### src/design/kwmh_pkg.sv
// Shared types, codes and the entry ordering for the k-way merge heap core.
`default_nettype none
package kwmh_pkg;

  localparam int VALUE_BITS = 32;
  localparam int LANE_BITS  = 4;
  localparam int LANES_DEF  = 16;
  localparam int ENTRY_BITS = VALUE_BITS + LANE_BITS;

  localparam logic FUNC_INSERT = 1'b0;
  localparam logic FUNC_POP    = 1'b1;

  localparam logic [1:0] STAT_INSERTED  = 2'd0;
  localparam logic [1:0] STAT_POPPED    = 2'd1;
  localparam logic [1:0] STAT_POP_EMPTY = 2'd2;
  localparam logic [1:0] STAT_FULL_DROP = 2'd3;

  typedef struct packed {
    logic                         func;
    logic signed [VALUE_BITS-1:0] key_value;
    logic [LANE_BITS-1:0]         source_lane;
  } in_word_t;

  typedef struct packed {
    logic signed [VALUE_BITS-1:0] min_value;
    logic [LANE_BITS-1:0]         min_lane;
    logic [1:0]                   status;
    logic                         queue_empty;
  } out_word_t;

  typedef struct packed {
    logic signed [VALUE_BITS-1:0] value;
    logic [LANE_BITS-1:0]         lane;
  } entry_t;

  // a leaves before b: smaller value, ties to the lower lane
  function automatic logic entry_before(entry_t a, entry_t b);
    logic lt;
    lt = (a.value < b.value) || ((a.value == b.value) && (a.lane < b.lane));
    return lt;
  endfunction

endpackage
`default_nettype wire

### src/design/kwmh_ram.sv
// Generic single-write, single-read RAM with registered read data.
`default_nettype none
module kwmh_ram #(
  parameter int WIDTH = 8,
  parameter int DEPTH = 16
) (
  input  wire logic                     clk,
  input  wire logic                     we,
  input  wire logic [$clog2(DEPTH)-1:0] waddr,
  input  wire logic [WIDTH-1:0]         wdata,
  input  wire logic [$clog2(DEPTH)-1:0] raddr,
  output logic      [WIDTH-1:0]         rdata
);

  logic [WIDTH-1:0] mem [DEPTH];

  always_ff @(posedge clk) begin
    if (we) begin
      mem[waddr] <= wdata;
    end
    rdata <= mem[raddr];
  end

endmodule
`default_nettype wire

### src/design/k_way_merge_min_heap_core.sv
// Min-priority queue for a k-way merge: sequencer, one shared compare unit, entry RAM.
// Words are taken only in ST_IDLE; an output stall holds ST_RESP. Insert, or empty pop:
// ST_RESP loads the result. Pop: ST_SCAN reads each held entry, then ST_RESP; the single
// RAM read port feeding the shared comparator scans one entry per cycle.
// Synchronous active-high reset empties the queue and drops any pending result;
// entry RAM contents are not cleared, only entries below the count are ever used.
`default_nettype none
module k_way_merge_min_heap_core
  import kwmh_pkg::*;
#(
  parameter int LANES = LANES_DEF
) (
  input  wire logic      clk,
  input  wire logic      rst,
  input  wire logic      in_valid,
  output logic           in_stall,
  input  wire in_word_t  in_data,
  output logic           out_valid,
  input  wire logic      out_stall,
  output out_word_t      out_data
);

  localparam int AW = $clog2(LANES);
  localparam int CW = $clog2(LANES + 1);
  localparam logic [CW-1:0] FULL_COUNT = CW'(LANES);

  // sequencer states
  localparam logic [1:0] ST_IDLE = 2'd0;  // ready for a word
  localparam logic [1:0] ST_SCAN = 2'd1;  // one entry per cycle through the comparator
  localparam logic [1:0] ST_RESP = 2'd2;  // result waits for the output register

  logic [1:0]    state;
  logic [CW-1:0] count;
  logic [AW-1:0] rd_idx;    // entry whose data arrives from the RAM this cycle
  entry_t        best;
  logic [AW-1:0] best_idx;
  out_word_t     res;

  logic                  in_take;
  logic                  is_insert;
  logic                  full;
  entry_t                cand;
  logic                  take_cand;
  entry_t                best_cur;
  logic [AW-1:0]         best_idx_cur;
  logic                  scan_last;
  logic                  ram_we;
  logic [AW-1:0]         ram_waddr;
  logic [ENTRY_BITS-1:0] ram_wdata;
  logic [AW-1:0]         ram_raddr;
  logic [ENTRY_BITS-1:0] ram_rdata;
  logic                  out_load;

  assign in_stall  = (state != ST_IDLE);
  assign in_take   = in_valid && (state == ST_IDLE);
  assign is_insert = (in_data.func == FUNC_INSERT);
  assign full      = (count == FULL_COUNT);

  // shared compare unit: candidate from RAM against the running best
  assign cand         = entry_t'(ram_rdata);
  assign take_cand    = (rd_idx == '0) || entry_before(cand, best);
  assign best_cur     = take_cand ? cand : best;
  assign best_idx_cur = take_cand ? rd_idx : best_idx;
  assign scan_last    = ((CW'(rd_idx) + CW'(1)) == count);

  // insert appends at the count; pop moves the last entry into the hole
  // (the last entry is the one read on the final scan cycle)
  always_comb begin
    ram_we    = 1'b0;
    ram_waddr = count[AW-1:0];
    ram_wdata = {in_data.key_value, in_data.source_lane};
    ram_raddr = '0;
    if (state == ST_SCAN) begin
      ram_raddr = rd_idx + AW'(1);
      ram_waddr = best_idx_cur;
      ram_wdata = cand;
      ram_we    = scan_last;
    end else if (in_take && is_insert && !full) begin
      ram_we = 1'b1;
    end
  end

  kwmh_ram #(
    .WIDTH (ENTRY_BITS),
    .DEPTH (LANES)
  ) u_ram (
    .clk   (clk),
    .we    (ram_we),
    .waddr (ram_waddr),
    .wdata (ram_wdata),
    .raddr (ram_raddr),
    .rdata (ram_rdata)
  );

  assign out_load = (state == ST_RESP) && (!out_valid || !out_stall);

  always_ff @(posedge clk) begin
    if (rst) begin
      state     <= ST_IDLE;
      count     <= '0;
      out_valid <= 1'b0;
    end else begin
      // a word taken this edge frees the register unless a new one loads
      if (out_valid && !out_stall && !out_load) begin
        out_valid <= 1'b0;
      end
      case (state)
        ST_IDLE: begin
          if (in_take) begin
            if (is_insert) begin
              state <= ST_RESP;
              if (full) begin
                res <= '{min_value: '0, min_lane: '0, status: STAT_FULL_DROP,
                         queue_empty: (count == '0)};
              end else begin
                count <= count + CW'(1);
                res   <= '{min_value: '0, min_lane: '0, status: STAT_INSERTED,
                           queue_empty: 1'b0};
              end
            end else if (count == '0) begin
              state <= ST_RESP;
              res   <= '{min_value: '0, min_lane: '0, status: STAT_POP_EMPTY,
                         queue_empty: 1'b1};
            end else begin
              // entry 0 read is already in flight
              rd_idx <= '0;
              state  <= ST_SCAN;
            end
          end
        end
        ST_SCAN: begin
          best     <= best_cur;
          best_idx <= best_idx_cur;
          rd_idx   <= rd_idx + AW'(1);
          if (scan_last) begin
            count <= count - CW'(1);
            res   <= '{min_value: best_cur.value, min_lane: best_cur.lane,
                       status: STAT_POPPED, queue_empty: (count == CW'(1))};
            state <= ST_RESP;
          end
        end
        ST_RESP: begin
          if (out_load) begin
            out_data  <= res;
            out_valid <= 1'b1;
            state     <= ST_IDLE;
          end
        end
        default: begin
          state <= ST_IDLE;
        end
      endcase
    end
  end

endmodule
`default_nettype wire

### config.mk
export PLATFORM = sky130hd
export DESIGN_NAME = k_way_merge_min_heap_core
export DESIGN_NICKNAME = d
export VERILOG_FILES = /design/src/design/kwmh_pkg.sv /design/src/design/kwmh_ram.sv /design/src/design/k_way_merge_min_heap_core.sv
export SDC_FILE = /design/constraint.sdc
export NUM_CORES = 1
export LEC_CHECK = 0
export BUFFER_PORTS_ARGS = -buffer_cell sky130_fd_sc_hd__buf_2
export CORE_MARGIN = 2
export CORE_UTILIZATION = 56
export DETAILED_ROUTE_END_ITERATION = 10
export GPL_TIMING_DRIVEN = 0
export PLACE_DENSITY = 0.78
export RECOVER_POWER = 100
export REMOVE_ABC_BUFFERS = 1
export SLEW_MARGIN = 20
export SYNTH_ARGS = -nofsm -noshare
export SYNTH_HDL_FRONTEND = slang
export SYNTH_SLANG_ARGS = --single-unit
### constraint.sdc
create_clock -name clk -period 6.8 [get_ports clk]
set_input_delay 0 -clock clk [delete_from_list [all_inputs] [get_ports clk]]
set_output_delay 0 -clock clk [all_outputs]
set_load 0.05 [all_outputs]
Yosys cells after proc, flatten, opt, wreduce, memory -nomap -nowiden:

Memories as Yosys holds them, arrays and structs flattened. A register that Yosys moved wholly into a read port is not among the register bits.
Index checks and enable logic that the tools add are counted.

* add/sub/neg operators: 4
* magnitude comparators: 2
* eq/ne operators: 14
* multiplexer cells: 33
* bitwise logic cells: 2
* reduce and logical (&&, ||, !) cells: 25

Operators with widths (number)
* $mux 39: 4
* $pmux 39 s2: 1
* $mux 36: 2
* $eq 32x32->1: 1
* $lt 32x32->1: 1
* $mux 4: 6
* $mux 5: 4
* $reduce_and 5->1: 3
* $ne 2x2->1 const B: 7
* $mux 2: 5
* $pmux 5 s2: 1
* $pmux 4 s2: 1
* $logic_and 1x1->1: 7
* $mux 1: 7
* $pmux 2 s3: 1
* $reduce_and 3->1: 2
* $add 4x1->5 const B: 1
* $add 5x1->5 const B: 1
* $eq 5x1->1 const B: 1
* $eq 5x5->1: 1
* $eq 5x5->1 const B: 1
* $logic_not 5->1: 1
* $sub 5x1->5 const B: 1
* $add 4x1->4 const B: 1
* other kinds (12): 19

* bits in registers: 130
* bits in writable memories: 576
* bits of input ports: 41
* output and inout bits: 41
* logic and storage cells: 96
* memories kept: 1

Memories
* u_ram.mem: words 16, width 36, read ports 1, clocked after memory_dff 1, wr ports 1, RTL line kwmh_ram.sv:15 `logic [WIDTH-1:0] mem [DEPTH];`

Longest topological paths before layout:

Gate-level depths: netlist (run 1).

* depth after elaboration: 8
* gate-level depth with buffers: 11
* mapped depth without buffers: 10

By module:

A second synthesis (run 1) with hierarchy kept.

* cell total of the unflattened synthesis: 1585
* area, all modules: 29076.6 sq um

Modules (own cells, without submodules)
* kwmh_ram: times used 1, cells an instance 938, area an instance 22318.9 sq um
* k_way_merge_min_heap_core: times used 1, cells an instance 647, area an instance 6757.7 sq um

Worst setup path before layout (run 1):

OpenSTA, ideal clock, no wires.

* path kind: register -> register
* start point: reg best[18] (netlist name)
* end point: mem u_ram.mem[0][0] (netlist name), enable pin
* library setup time: 0.532 ns
* data arrival time: 6.161 ns
* slack: 0.107 ns
* cell stages (with the launch flop): 12
* path buffers: 1
* clock period less this slack: 6.693 ns
* cells stage by stage: edfxtp_1 inv_1 ha_1 a21oi_1 nand2_1 a221o_1 o31a_1 nor3_4 o21ai_2 buf_6 a211oi_4 nor4b_1

* longest elaborated chain between the ends: 6
* elaborated cells on any way between the ends: 7

Ends and longest elaborated chain
* start, declared: RTL line k_way_merge_min_heap_core.sv:35 `entry_t best;`
* start signal, assigned: RTL line k_way_merge_min_heap_core.sv:132 `best <= best_cur;`
* parallel branches: the longest is 2 deep, another holds $lt 32x32->1
* $logic_or 1x1->1 (*): RTL line kwmh_pkg.sv:39 `lt = (a.value < b.value) || ((a.value == b.value) && (a.lane < b.lane));`
* $logic_or 1x1->1 (*): RTL line k_way_merge_min_heap_core.sv:61 `assign take_cand = (rd_idx == '0) || entry_before(cand, best);`
* $mux 4 (*): RTL line k_way_merge_min_heap_core.sv:63 `assign best_idx_cur = take_cand ? rd_idx : best_idx;`
* $mux 4 (*): RTL line k_way_merge_min_heap_core.sv:73 `if (state == ST_SCAN) begin`
* end, declared: RTL line kwmh_ram.sv:15

Mark *: on every way between the ends.

Worst setup path after layout (run 1):

* start point: reg rd_idx[0]
* end point: mem u_ram.mem[15][18] (netlist name), enable pin

* longest elaborated chain between the ends: 5
* elaborated cells on any way between the ends: 9

Ends and longest elaborated chain
* start, declared: RTL line k_way_merge_min_heap_core.sv:34 `logic [AW-1:0] rd_idx;`
* start signal, assigned: RTL line k_way_merge_min_heap_core.sv:134 `rd_idx <= rd_idx + AW'(1);`
* $add 4x1->5: RTL line k_way_merge_min_heap_core.sv:64 `assign scan_last = ((CW'(rd_idx) + CW'(1)) == count);`
* $eq 5x5->1: RTL line k_way_merge_min_heap_core.sv:64
* $mux 1: RTL line k_way_merge_min_heap_core.sv:73
* $mux 1: RTL line kwmh_ram.sv:18 `if (we) begin`
* $mux 1 (not written as such): RTL line kwmh_ram.sv:19 `mem[waddr] <= wdata;`

Several ways; a longest one is shown, not always the timed one.

==> metrics.txt, run 1 <==
Comb power frac=7.8%; Pins Over Slew Limit=153; worst hold path stage count=3; Fmax achieved=160 MHz; Post-Syn Area per Cell=17.6 um^2; Die W=232 um; GR Util met3=4.70%; Max clock buf depth=3; Nets=1,974; sequential area share after synthesis=75.2%; min-delay worst type=in -> reg; commonest register cell after synthesis=edfxtp_1; tightest hold margin=0.0394 ns; pre-CTS WS=0.928 ns; # IOs=82; CTS tree=done; XOR/XNOR Fraction of Synth Area=0.301%; Yosys cell types=61; Area Overhead vs Synth=15.5%; core footprint=0.0513 mm^2; Pwr Density=301 mW/mm^2; unrepaired setup endpoints after global routing=no; most common cell after layout, fill and taps aside=edfxtp_1; First-pass DRT Iterations=5; Worst Tran Pin Value=2.12 ns; met1 usage=36.5%; GPL Wtd Cong=0.789; ratio of final minimum period to clock period=91.8%; routing usage on met2=42.1%; Reg power frac=52.4%; EDFF count, synth=698; DRT Wirelength=68,800 um; status=finished with violations; Num CTS Buffers=73; WP data arrival=6.56 ns; Pint=0.00786 W; antenna violations before repair=0; I/O Buffers=81; Synth warnings=0; # setup viols final=0; failing checks=capacitance limit, slew limit; largest net degree at the start of global routing=79; Rows=83; Setup crit end kind=register; post-route ant nets=0; Starting Density=56.6%; Final Hold Fails=0; Synth Register Bits=742; post-CTS setup buffer count=0; Resized Gates After CTS=0; Sw Pwr=0.00225 W; Synth Cell Area=0.0291 mm^2; CP required=7.11 ns; Die H=232 um; final worst setup slack=0.555 ns; via count=16,700; R2R cell count=15; Worst Clk Skew=0.0281 ns; GR Overflow Total=0; Routed WL per cell=26.2 um; final core utilization=65.4%; Synth Area in Simple Gates=4.66%; clock-pin slew on the worst setup and hold paths=0.06 ns; first-pass GRT wire length=103,000 um; Sum Neg Setup Slack=0 ns; clk sinks=742; Vias per Instance=6.35; vias in the first global route=16,700; headroom to the max-slew limit=-42.0%; Die Footprint=0.0537 mm^2; drt drc=0; Starting DRT DRC Count=2,124; layout cells sized above 1=18.4%; Max H-tree Level=3; Async S/R FF share, synth=0%; Crit Path Max Fanout=21; clock power share=39.8%; GR Util All Layers=26.1%; leak pwr=10.9 nW; Root Driver=clkbuf_16; Max Cap Viol=6; Post-Synthesis Cells=1,650; clk_lat worst skew=0.61 ns; Compound-Gate Fraction of Synth Area=6.59%; most frequent cells in the layout=698 x edfxtp_1, 158 x clkbuf_1, 152 x nand2_1; mux cell area share after synthesis=9.68%; DP HPWL=46,500 um; maximum vdd drop=0.236 mV; busiest layer in global routing=met2; CP Launch Type=register; Switching Share=22.2%; post-layout minimum cycle time=6.24 ns; synthesized-area fraction occupied by adder cells=1.72%; main combinational cell family by area after synthesis=multiplexers; Worst Setup Path Type=reg -> reg
==> metal layers <==
layer / vias up / routed length (um)
met3: 146 / 6250
met4: 0 / 2040
li1: 7108 / -
met2: 1007 / 33700
met5: - / 0
met1: 8429 / 26800
==> worst max-delay path, stage by stage, from the launching register on <==
cell and delay [ns]:
edfxtp_1 0.60, buf_8 0.26, buf_8 0.16, buf_16 0.16
inv_1 0.40, ha_1 0.37, xor2_1 0.16, a2111oi_0 0.86
o21ai_0 0.63, nor2_1 0.24, o211ai_1 0.25, nor4_2 0.69
clkbuf_1 0.37, clkbuf_1 0.42, buf_4 0.23, buf_4 0.17
==> layout make-up <==
cell class / instances / area, um^2
Timing Repair Buffer: 262 / 1550
Clock buffer: 99 / 2040
Antenna cell: 1 / 2.50
Inverter: 46 / 178
Tap cell: 680 / 851
Clock inverter: 32 / 349
Multi-Input combinational cell: 768 / 6740
Sequential cell: 742 / 21800
Fill cell: 3418 / 17800
==> Yosys cell counts (2+ instances only) <==
cell	instances	share of area, %
a211oi_1	19	0.49
a21o_1	3	0.078
a21oi_1	25	0.43
a311oi_1	5	0.15
a31oi_1	5	0.11
and2_1	48	1.0
and4_1	2	0.060
buf_1	17	0.22
buf_2	6	0.10
clkbuf_1	70	0.90
dfxtp_1	44	3.0
edfxtp_1	698	72
ha_1	40	1.7
inv_1	44	0.57
inv_2	2	0.026
mux2_2	36	1.4
mux2i_1	20	0.69
mux4_2	98	7.6
nand2_1	152	2.0
nand2b_1	5	0.11
nand3_1	8	0.14
nand4_1	6	0.13
nor2_1	27	0.35
nor2b_1	3	0.065
nor3_1	3	0.052
nor3b_1	2	0.052
nor4_1	13	0.28
nor4b_1	2	0.060
nor4b_2	2	0.10
o2111ai_1	3	0.090
o211ai_1	7	0.18
o21ai_0	71	1.2
o21ai_1	3	0.052
o221ai_1	62	1.9
o22ai_1	63	1.4
or2_2	3	0.065
xnor2_1	8	0.24
xor2_1	2	0.060
==> state kept, by name, indices dropped and copies added, names as in the netlist, 4 cells and up <==
register     cells
best            36
rd_idx           4
res             39
u_ram.rdata     36
u_ram.mem      576
out_data        39
best_idx         4
count            5
==> logic make-up after synthesis <==
| group | count (synthesis) |
|---|---|
| buffers and inverters | 140 |
| AOI/OAI and AO/OA | 282 |
| muxes | 154 |
| DFF | 742 |
| and+or+nand+nor | 282 |
| xor gates and xnor gates | 10 |
| adders and majority gates | 40 |
==> final timing paths <==
kind,start,to,slack [ns]
worst max-delay path,rd_idx[0],u_ram.mem[15][18],0.56
worst min-delay path,in_data[3],u_ram.mem[13][3],0.04
worst max register to register,rd_idx[0],u_ram.mem[15][18],0.56
worst min register to register,res[8],out_data[8],0.41
==> stage by stage <==
stage / area [um^2] / cells / total power, W
6_report: 33500 / 2630 / 0.0101
5_1_grt: 33500 / 2629 / 0.0104
4_1_cts: 34100 / 2628 / 0.0102
3_5_place_dp: 31700 / 2491 / 0.00622
3_3_place_gp: 29900 / 2317 / 0.00614
2_1_floorplan: 28700 / 1556 / 0.00588
==> power groups by stage <==
stage | logic, W | registers (W) | clock network, W
finish | 0.000793 | 0.00529 | 0.00402
detailed placement | 0.000835 | 0.00538 | 0
global placement | 0.000730 | 0.00541 | 0
global route | 0.000855 | 0.00530 | 0.00424
floorplan | 0.000484 | 0.00539 | 0
CTS | 0.000844 | 0.00529 | 0.00405
==> what timing repair did <==
action | in CTS | in global routing
endpoints found under the setup margin | 0 | 0
hold endpoints to repair | 17 | 0
hold buffers | 6 | 0
Note: power is estimated with default switching activity, not from simulation.
==> run 2: changes to the inputs <==
--- a/config.mk
+++ b/config.mk
@@ -6,11 +6,10 @@
 export NUM_CORES = 1
 export LEC_CHECK = 0
 export BUFFER_PORTS_ARGS = -buffer_cell sky130_fd_sc_hd__buf_2
-export CORE_MARGIN = 2
-export CORE_UTILIZATION = 56
+export CORE_UTILIZATION = 60
 export DETAILED_ROUTE_END_ITERATION = 10
 export GPL_TIMING_DRIVEN = 0
-export PLACE_DENSITY = 0.78
+export PLACE_DENSITY = 0.79
 export RECOVER_POWER = 100
 export REMOVE_ABC_BUFFERS = 1
 export SLEW_MARGIN = 20
==> constraint.sdc (replaced) <==
create_clock -name clk -period 6.25 [get_ports clk]
set_input_delay 0 -clock clk [delete_from_list [all_inputs] [get_ports clk]]
set_output_delay 0 -clock clk [all_outputs]
set_load 0.05 [all_outputs]
==> metrics.txt, run 2 (synthesized netlist as in run 1, its figures left out) <==
CTS tree=done; min-delay worst type=in -> reg; failing checks=capacitance limit, slew limit; layout cells sized above 1=19.2%; Pint=0.00860 W; number of fill cells=2,855; GR Overflow Total=0; Worst R2R End=u_ram.mem[15][10]; # setup viols final=0; clock-pin slew on the worst setup and hold paths=0.06 ns; Nets=1,968; Routed WL per cell=27.2 um; Worst Hold Path EP=u_ram.mem[5][2]; DP HPWL=46,000 um; flop2flop setup slack=0.08 ns; tightest hold margin=0.0493 ns; Starting DRT DRC Count=2,272; final core utilization=70.2%; post-CTS setup buffer count=0; pre-CTS WS=0.207 ns; Register Area=0.0218 mm^2; first-pass GRT wire length=105,000 um; Die W=222 um; worst hold path stage count=3; Max Cap Viol=5; CP Launch Type=register; maximum vdd drop=0.233 mV; Die Footprint=0.0493 mm^2; Critical Path, Cell by Cell=nor2b_1, clkbuf_1, clkbuf_1, o2111ai_1, o211a_1, nor4_1, clkbuf_1, clkbuf_1; Worst Clk Skew=0.0285 ns; Reg power frac=51.9%; leak pwr=11.0 nW; WP data arrival=6.41 ns; Pwr Total=0.0111 W; footprint of the multi-input gates=0.00673 mm^2; DRT Wirelength=69,700 um; I/O Buffers=81; Worst Tran Pin Value=2.32 ns; Pins Over Slew Limit=82; antenna violations before repair=0; Most flops, register=u_ram.mem; crit-path max cell delay=1.15 ns; Setup crit end kind=register; worst r2r src=state[0]; unrepaired setup endpoints after global routing=no; Sum Neg Setup Slack=0 ns; Slowest cell on crit path=nor4_1; headroom to the max-slew limit=-55.4%; Largest register FFs=576; Vias per Instance=6.59; crit-path leading delay family=buffers and inverters; antenna cells=0; # IOs=82; Hold Startpoint=in_data[2]; Fmax achieved=162 MHz; clk sinks=742; Comb power frac=7.9%; clk_lat worst skew=0.61 ns; R2R cell count=8; via count=16,900; post-layout minimum cycle time=6.17 ns; GPL Wtd Cong=0.790; Sw Pwr=0.00249 W; Pwr Density=331 mW/mm^2; clock power share=40.2%; Max clock buf depth=3; status=finished with violations; Switching Share=22.5%; Die H=222 um; Final Hold Fails=0; most common cell after layout, fill and taps aside=edfxtp_1; Worst Setup Path Type=reg -> reg; CP required=6.49 ns; CP Buf/Inv Count=4; core footprint=0.0477 mm^2; largest registers=u_ram.mem (576), out_data (39), res (39); GR Util All Layers=28.8%; most frequent cells in the layout=698 x edfxtp_1, 152 x nand2_1, 135 x clkbuf_1; post-route ant nets=0; largest net degree at the start of global routing=95; Rows=80; ratio of final minimum period to clock period=98.7%; First-pass DRT Iterations=6; Area Overhead vs Synth=15.4%; drt drc=0; Max H-tree Level=3; final worst setup slack=0.0784 ns; Starting Density=60.8%; cell mode on critical path=clkbuf_1; vias in the first global route=17,000; Crit Path Max Fanout=19; Num CTS Buffers=72; Root Driver=clkbuf_16
run 2: power by group through the flow:
stage	clock, W	sequential, W	combinational (W)
final	0.00446	0.00575	0.000880
after global routing	0.00466	0.00576	0.000942
after floorplan	0	0.00587	0.000527
after detailed placement	0	0.00585	0.000912
after global placement	0	0.00588	0.000800
after CTS	0.00448	0.00575	0.000931
run 2: stage by stage:
step	area, um^2	std cells
3_5_place_dp	31600	2422
5_1_grt	33500	2560
3_3_place_gp	29900	2252
6_report	33500	2560
2_1_floorplan	28700	1556
4_1_cts	34100	2560
run 2: final cells by class:
| cell class | instances | area share [%] |
|---|---|---|
| flip-flops and latches | 742 | 65.1 |
| multi-input cells | 768 | 20.1 |
| clock buffers | 98 | 6.19 |
| repair buffers | 257 | 4.66 |
| well taps | 615 | 2.29 |
| clock inverters | 34 | 1.10 |
| inverters | 46 | 0.545 |
run 2: worst max-delay path by stage:
stage          startpoint           endpoint  slack, ns  depth (start not counted)
6_report         state[0]  u_ram.mem[15][10]       0.08                          8
5_1_grt         rd_idx[0]   u_ram.mem[4][13]       0.06                         14
4_1_cts           best[9]  u_ram.mem[10][10]       0.07                         14
3_5_place_dp      best[9]  u_ram.mem[10][13]       0.21                         14
3_3_place_gp    rd_idx[0]   u_ram.mem[1][16]     -12.30                          7
2_1_floorplan   rd_idx[0]     u_ram.rdata[0]      -4.31                          5
run 2: worst reg2reg max path: cells and delay by family (launching register included):
kind / cells / cell delay [ns]
buffers and inverters: 4 / 2.65
AO/OA/AOI/OAI: 2 / 0.70
AND/OR/NAND/NOR: 2 / 2.03
flip-flops: 1 / 0.43
run 2: what timing repair did:
| item | in CTS | in global routing |
|---|---|---|
| hold endpoints to repair | 26 | 0 |
| resized for setup | 0 | 1 |
| hold buffers | 6 | 0 |
| endpoints found under the setup margin | 0 | 8 |
run 2: layer usage:
layer	vias to the layer above	track usage [%]	routed length (um)
met5	-	0	0
li1	7089	-	-
met2	1062	46.0	33700
met3	198	5.42	7030
met4	0	11.6	2640
met1	8526	39.6	26300
==> run 3: changes to the inputs <==
--- a/config.mk
+++ b/config.mk
@@ -5,10 +5,12 @@
 export SDC_FILE = /design/constraint.sdc
 export NUM_CORES = 1
 export LEC_CHECK = 0
+export ABC_AREA = 1
 export BUFFER_PORTS_ARGS = -buffer_cell sky130_fd_sc_hd__buf_2
 export CORE_UTILIZATION = 60
 export DETAILED_ROUTE_END_ITERATION = 10
 export GPL_TIMING_DRIVEN = 0
+export HOLD_SLACK_MARGIN = 0.06
 export PLACE_DENSITY = 0.79
 export RECOVER_POWER = 100
 export REMOVE_ABC_BUFFERS = 1
==> metrics.txt, run 3 <==
Largest register FFs=576; cell taking the most area after synthesis=edfxtp_1; clock-pin slew on the worst setup and hold paths=0.07 ns; Worst Tran Pin Value=2.22 ns; Pwr Total=0.0152 W; first-pass GRT wire length=113,000 um; number of fill cells=3,066; GPL Wtd Cong=0.830; Max Cap Viol=21; crit-path leading delay family=simple AND/OR/NAND/NOR gates; Crit Path Max Fanout=65; DP HPWL=44,700 um; ratio of final minimum period to clock period=85.2%; Routed WL per cell=24.5 um; Post-Synthesis Cells=2,265; Worst Hold Path EP=out_valid; Area Overhead vs Synth=14.9%; worst hold path stage count=3; largest net degree at the start of global routing=134; Die W=226 um; Final Hold Fails=0; CP Launch Type=register; drt drc=0; First-pass DRT Iterations=6; worst r2r src=state[0]; Hold Startpoint=rst; commonest register cell after synthesis=edfxtp_1; leak pwr=12.0 nW; Num CTS Buffers=71; layout cells sized above 1=13.7%; Most flops, register=u_ram.mem; Worst Clk Skew=0.0281 ns; Root Driver=clkbuf_16; share of the synthesized area in the top cell type=69.5%; Pwr Density=438 mW/mm^2; GR Util All Layers=30.1%; Starting Density=61.2%; via count=19,500; Setup crit end kind=register; min-delay worst type=in -> reg; GR Overflow Total=0; headroom to the max-slew limit=-48.2%; Post-Syn Area per Cell=13.3 um^2; vias in the first global route=19,200; most common cell after layout, fill and taps aside=edfxtp_1; most instantiated cells after synthesis=698 x edfxtp_1, 361 x nand2_1, 156 x o21ai_0, 126 x nor2_1, 107 x nand3_1; # IOs=82; post-CTS setup buffer count=0; CTS tree=done; Fmax achieved=188 MHz; core footprint=0.0493 mm^2; CP Buf/Inv Count=7; largest registers=u_ram.mem (576), out_data (39), res (39); Critical Path, Cell by Cell=inv_2, nor2_1, clkbuf_1, buf_16, inv_6, buf_16, nand4_1, nand4_1, clkinv_1, nand3_1, nor2_1, buf_12; WP data arrival=5.62 ns; antenna violations before repair=0; DRT Wirelength=75,500 um; pre-CTS WS=1.25 ns; Die Footprint=0.0512 mm^2; unrepaired setup endpoints after global routing=no; most frequent cell after synthesis=edfxtp_1; post-route ant nets=0; sequential area share after synthesis=72.4%; I/O Buffers=81; Pins Over Slew Limit=265; Synth Cell Area=0.0302 mm^2; top post-synthesis cells by area=edfxtp_1 70%, nand2_1 4.5%, dfxtp_1 2.9%, o21ai_0 2.6%, o211ai_1 2.0%; R2R cell count=12; status=finished with violations; Die H=226 um; crit-path max cell delay=0.96 ns; failing checks=capacitance limit, slew limit; Max clock buf depth=3; Vias per Instance=6.35; Slowest cell on crit path=nor2_1; flop2flop setup slack=0.93 ns; EDFF count, synth=698; Async S/R FF share, synth=0%; clk_lat worst skew=0.61 ns; Worst R2R End=u_ram.mem[11][15]; post-layout minimum cycle time=5.32 ns; most frequent cells in the layout=698 x edfxtp_1, 360 x nand2_1, 190 x o21ai_0; Starting DRT DRC Count=2,533; Nets=2,436; Max H-tree Level=3; final worst setup slack=0.928 ns; # setup viols final=0; final core utilization=70.3%; Yosys cell types=46; clk sinks=742; Synth Register Bits=742; maximum vdd drop=0.259 mV; Rows=81; Synth warnings=0; Worst Setup Path Type=reg -> reg; CP required=6.55 ns
run 3: changes by cell type after synthesis, sizes merged, moves of 63 or more:
cell    before  now
nand2      152  373
o21ai       75  198
nor2        27  133
nand3        8  113
mux4        98    0
o211ai       7   79
inv         46  110
or2          4   67
run 3: cell type report:
cell class,instances,area (um^2),share of cell area (%)
Antenna cell,1,2.50,0.00722
Clock buffer,94,2030,5.86
Clock inverter,37,364,1.05
Inverter,111,442,1.27
Multi-Input combinational cell,1280,7250,20.9
Sequential cell,742,21800,63.0
Tap cell,664,831,2.40
Timing Repair Buffer,149,1890,5.46
run 3: kinds of logic after synthesis:
| logic type | after synthesis | synth area share [%] |
|---|---|---|
| simple gates | 738 | 11.0 |
| flops | 742 | 72.4 |
| mux | 50 | 1.66 |
| compound gates | 447 | 9.62 |
| buf+inv | 243 | 3.50 |
| fa+ha+maj | 40 | 1.66 |
| xor+xnor | 5 | 0.145 |
run 3: through the flow:
step	instance area [um^2]	hold WS (ns)	setup TNS (ns)	cells
detailed placement	32500	0.315	0	2940
finish	34600	0.199	0	3078
global route	34600	0.208	0	3077
CTS	34900	0.0779	0	3076
global placement	30700	0.258	-2447.13	2878
floorplan	29500	0.0691	-269.01	2133
run 3: routing by layer:
metal,share of wire (%),global-route usage [%],vias up
li1,-,-,8490
met1,38,39.8,9497
met2,47,47.5,1295
met3,10,5.71,258
met4,5.0,16.0,0
met5,0,0,-
run 3: worst max-delay path by stage:
stage / slack (ns) / endpoint / cells past startpoint / startpoint
after floorplan: -7.48 / u_ram.rdata[33] / 10 / state[0]
after global placement: -19.62 / u_ram.rdata[33] / 10 / state[0]
after detailed placement: 1.25 / u_ram.mem[9][29] / 17 / best[18]
after CTS: 1.12 / u_ram.mem[7][13] / 14 / rd_idx[0]
after global routing: 0.79 / u_ram.mem[11][15] / 12 / state[0]
final: 0.93 / u_ram.mem[11][15] / 12 / state[0]
run 3: where the power goes:
part	switching (W)	internal (W)	leakage [nW]
clock network	0.00182	0.00255	1.17
registers	0.000307	0.00653	6.70
logic	0.00284	0.00115	4.14
run 3: worst min-delay path: stages:
cell	delay (ns)
dlygate4sd3_1	0.53
buf_2	0.18
a21oi_1	0.05
run 3: repair_timing:
item                                   4_1_cts  5_1_grt
endpoints found under the hold margin       58        0
hold buffers                                 5        0
resized for setup                            0        0
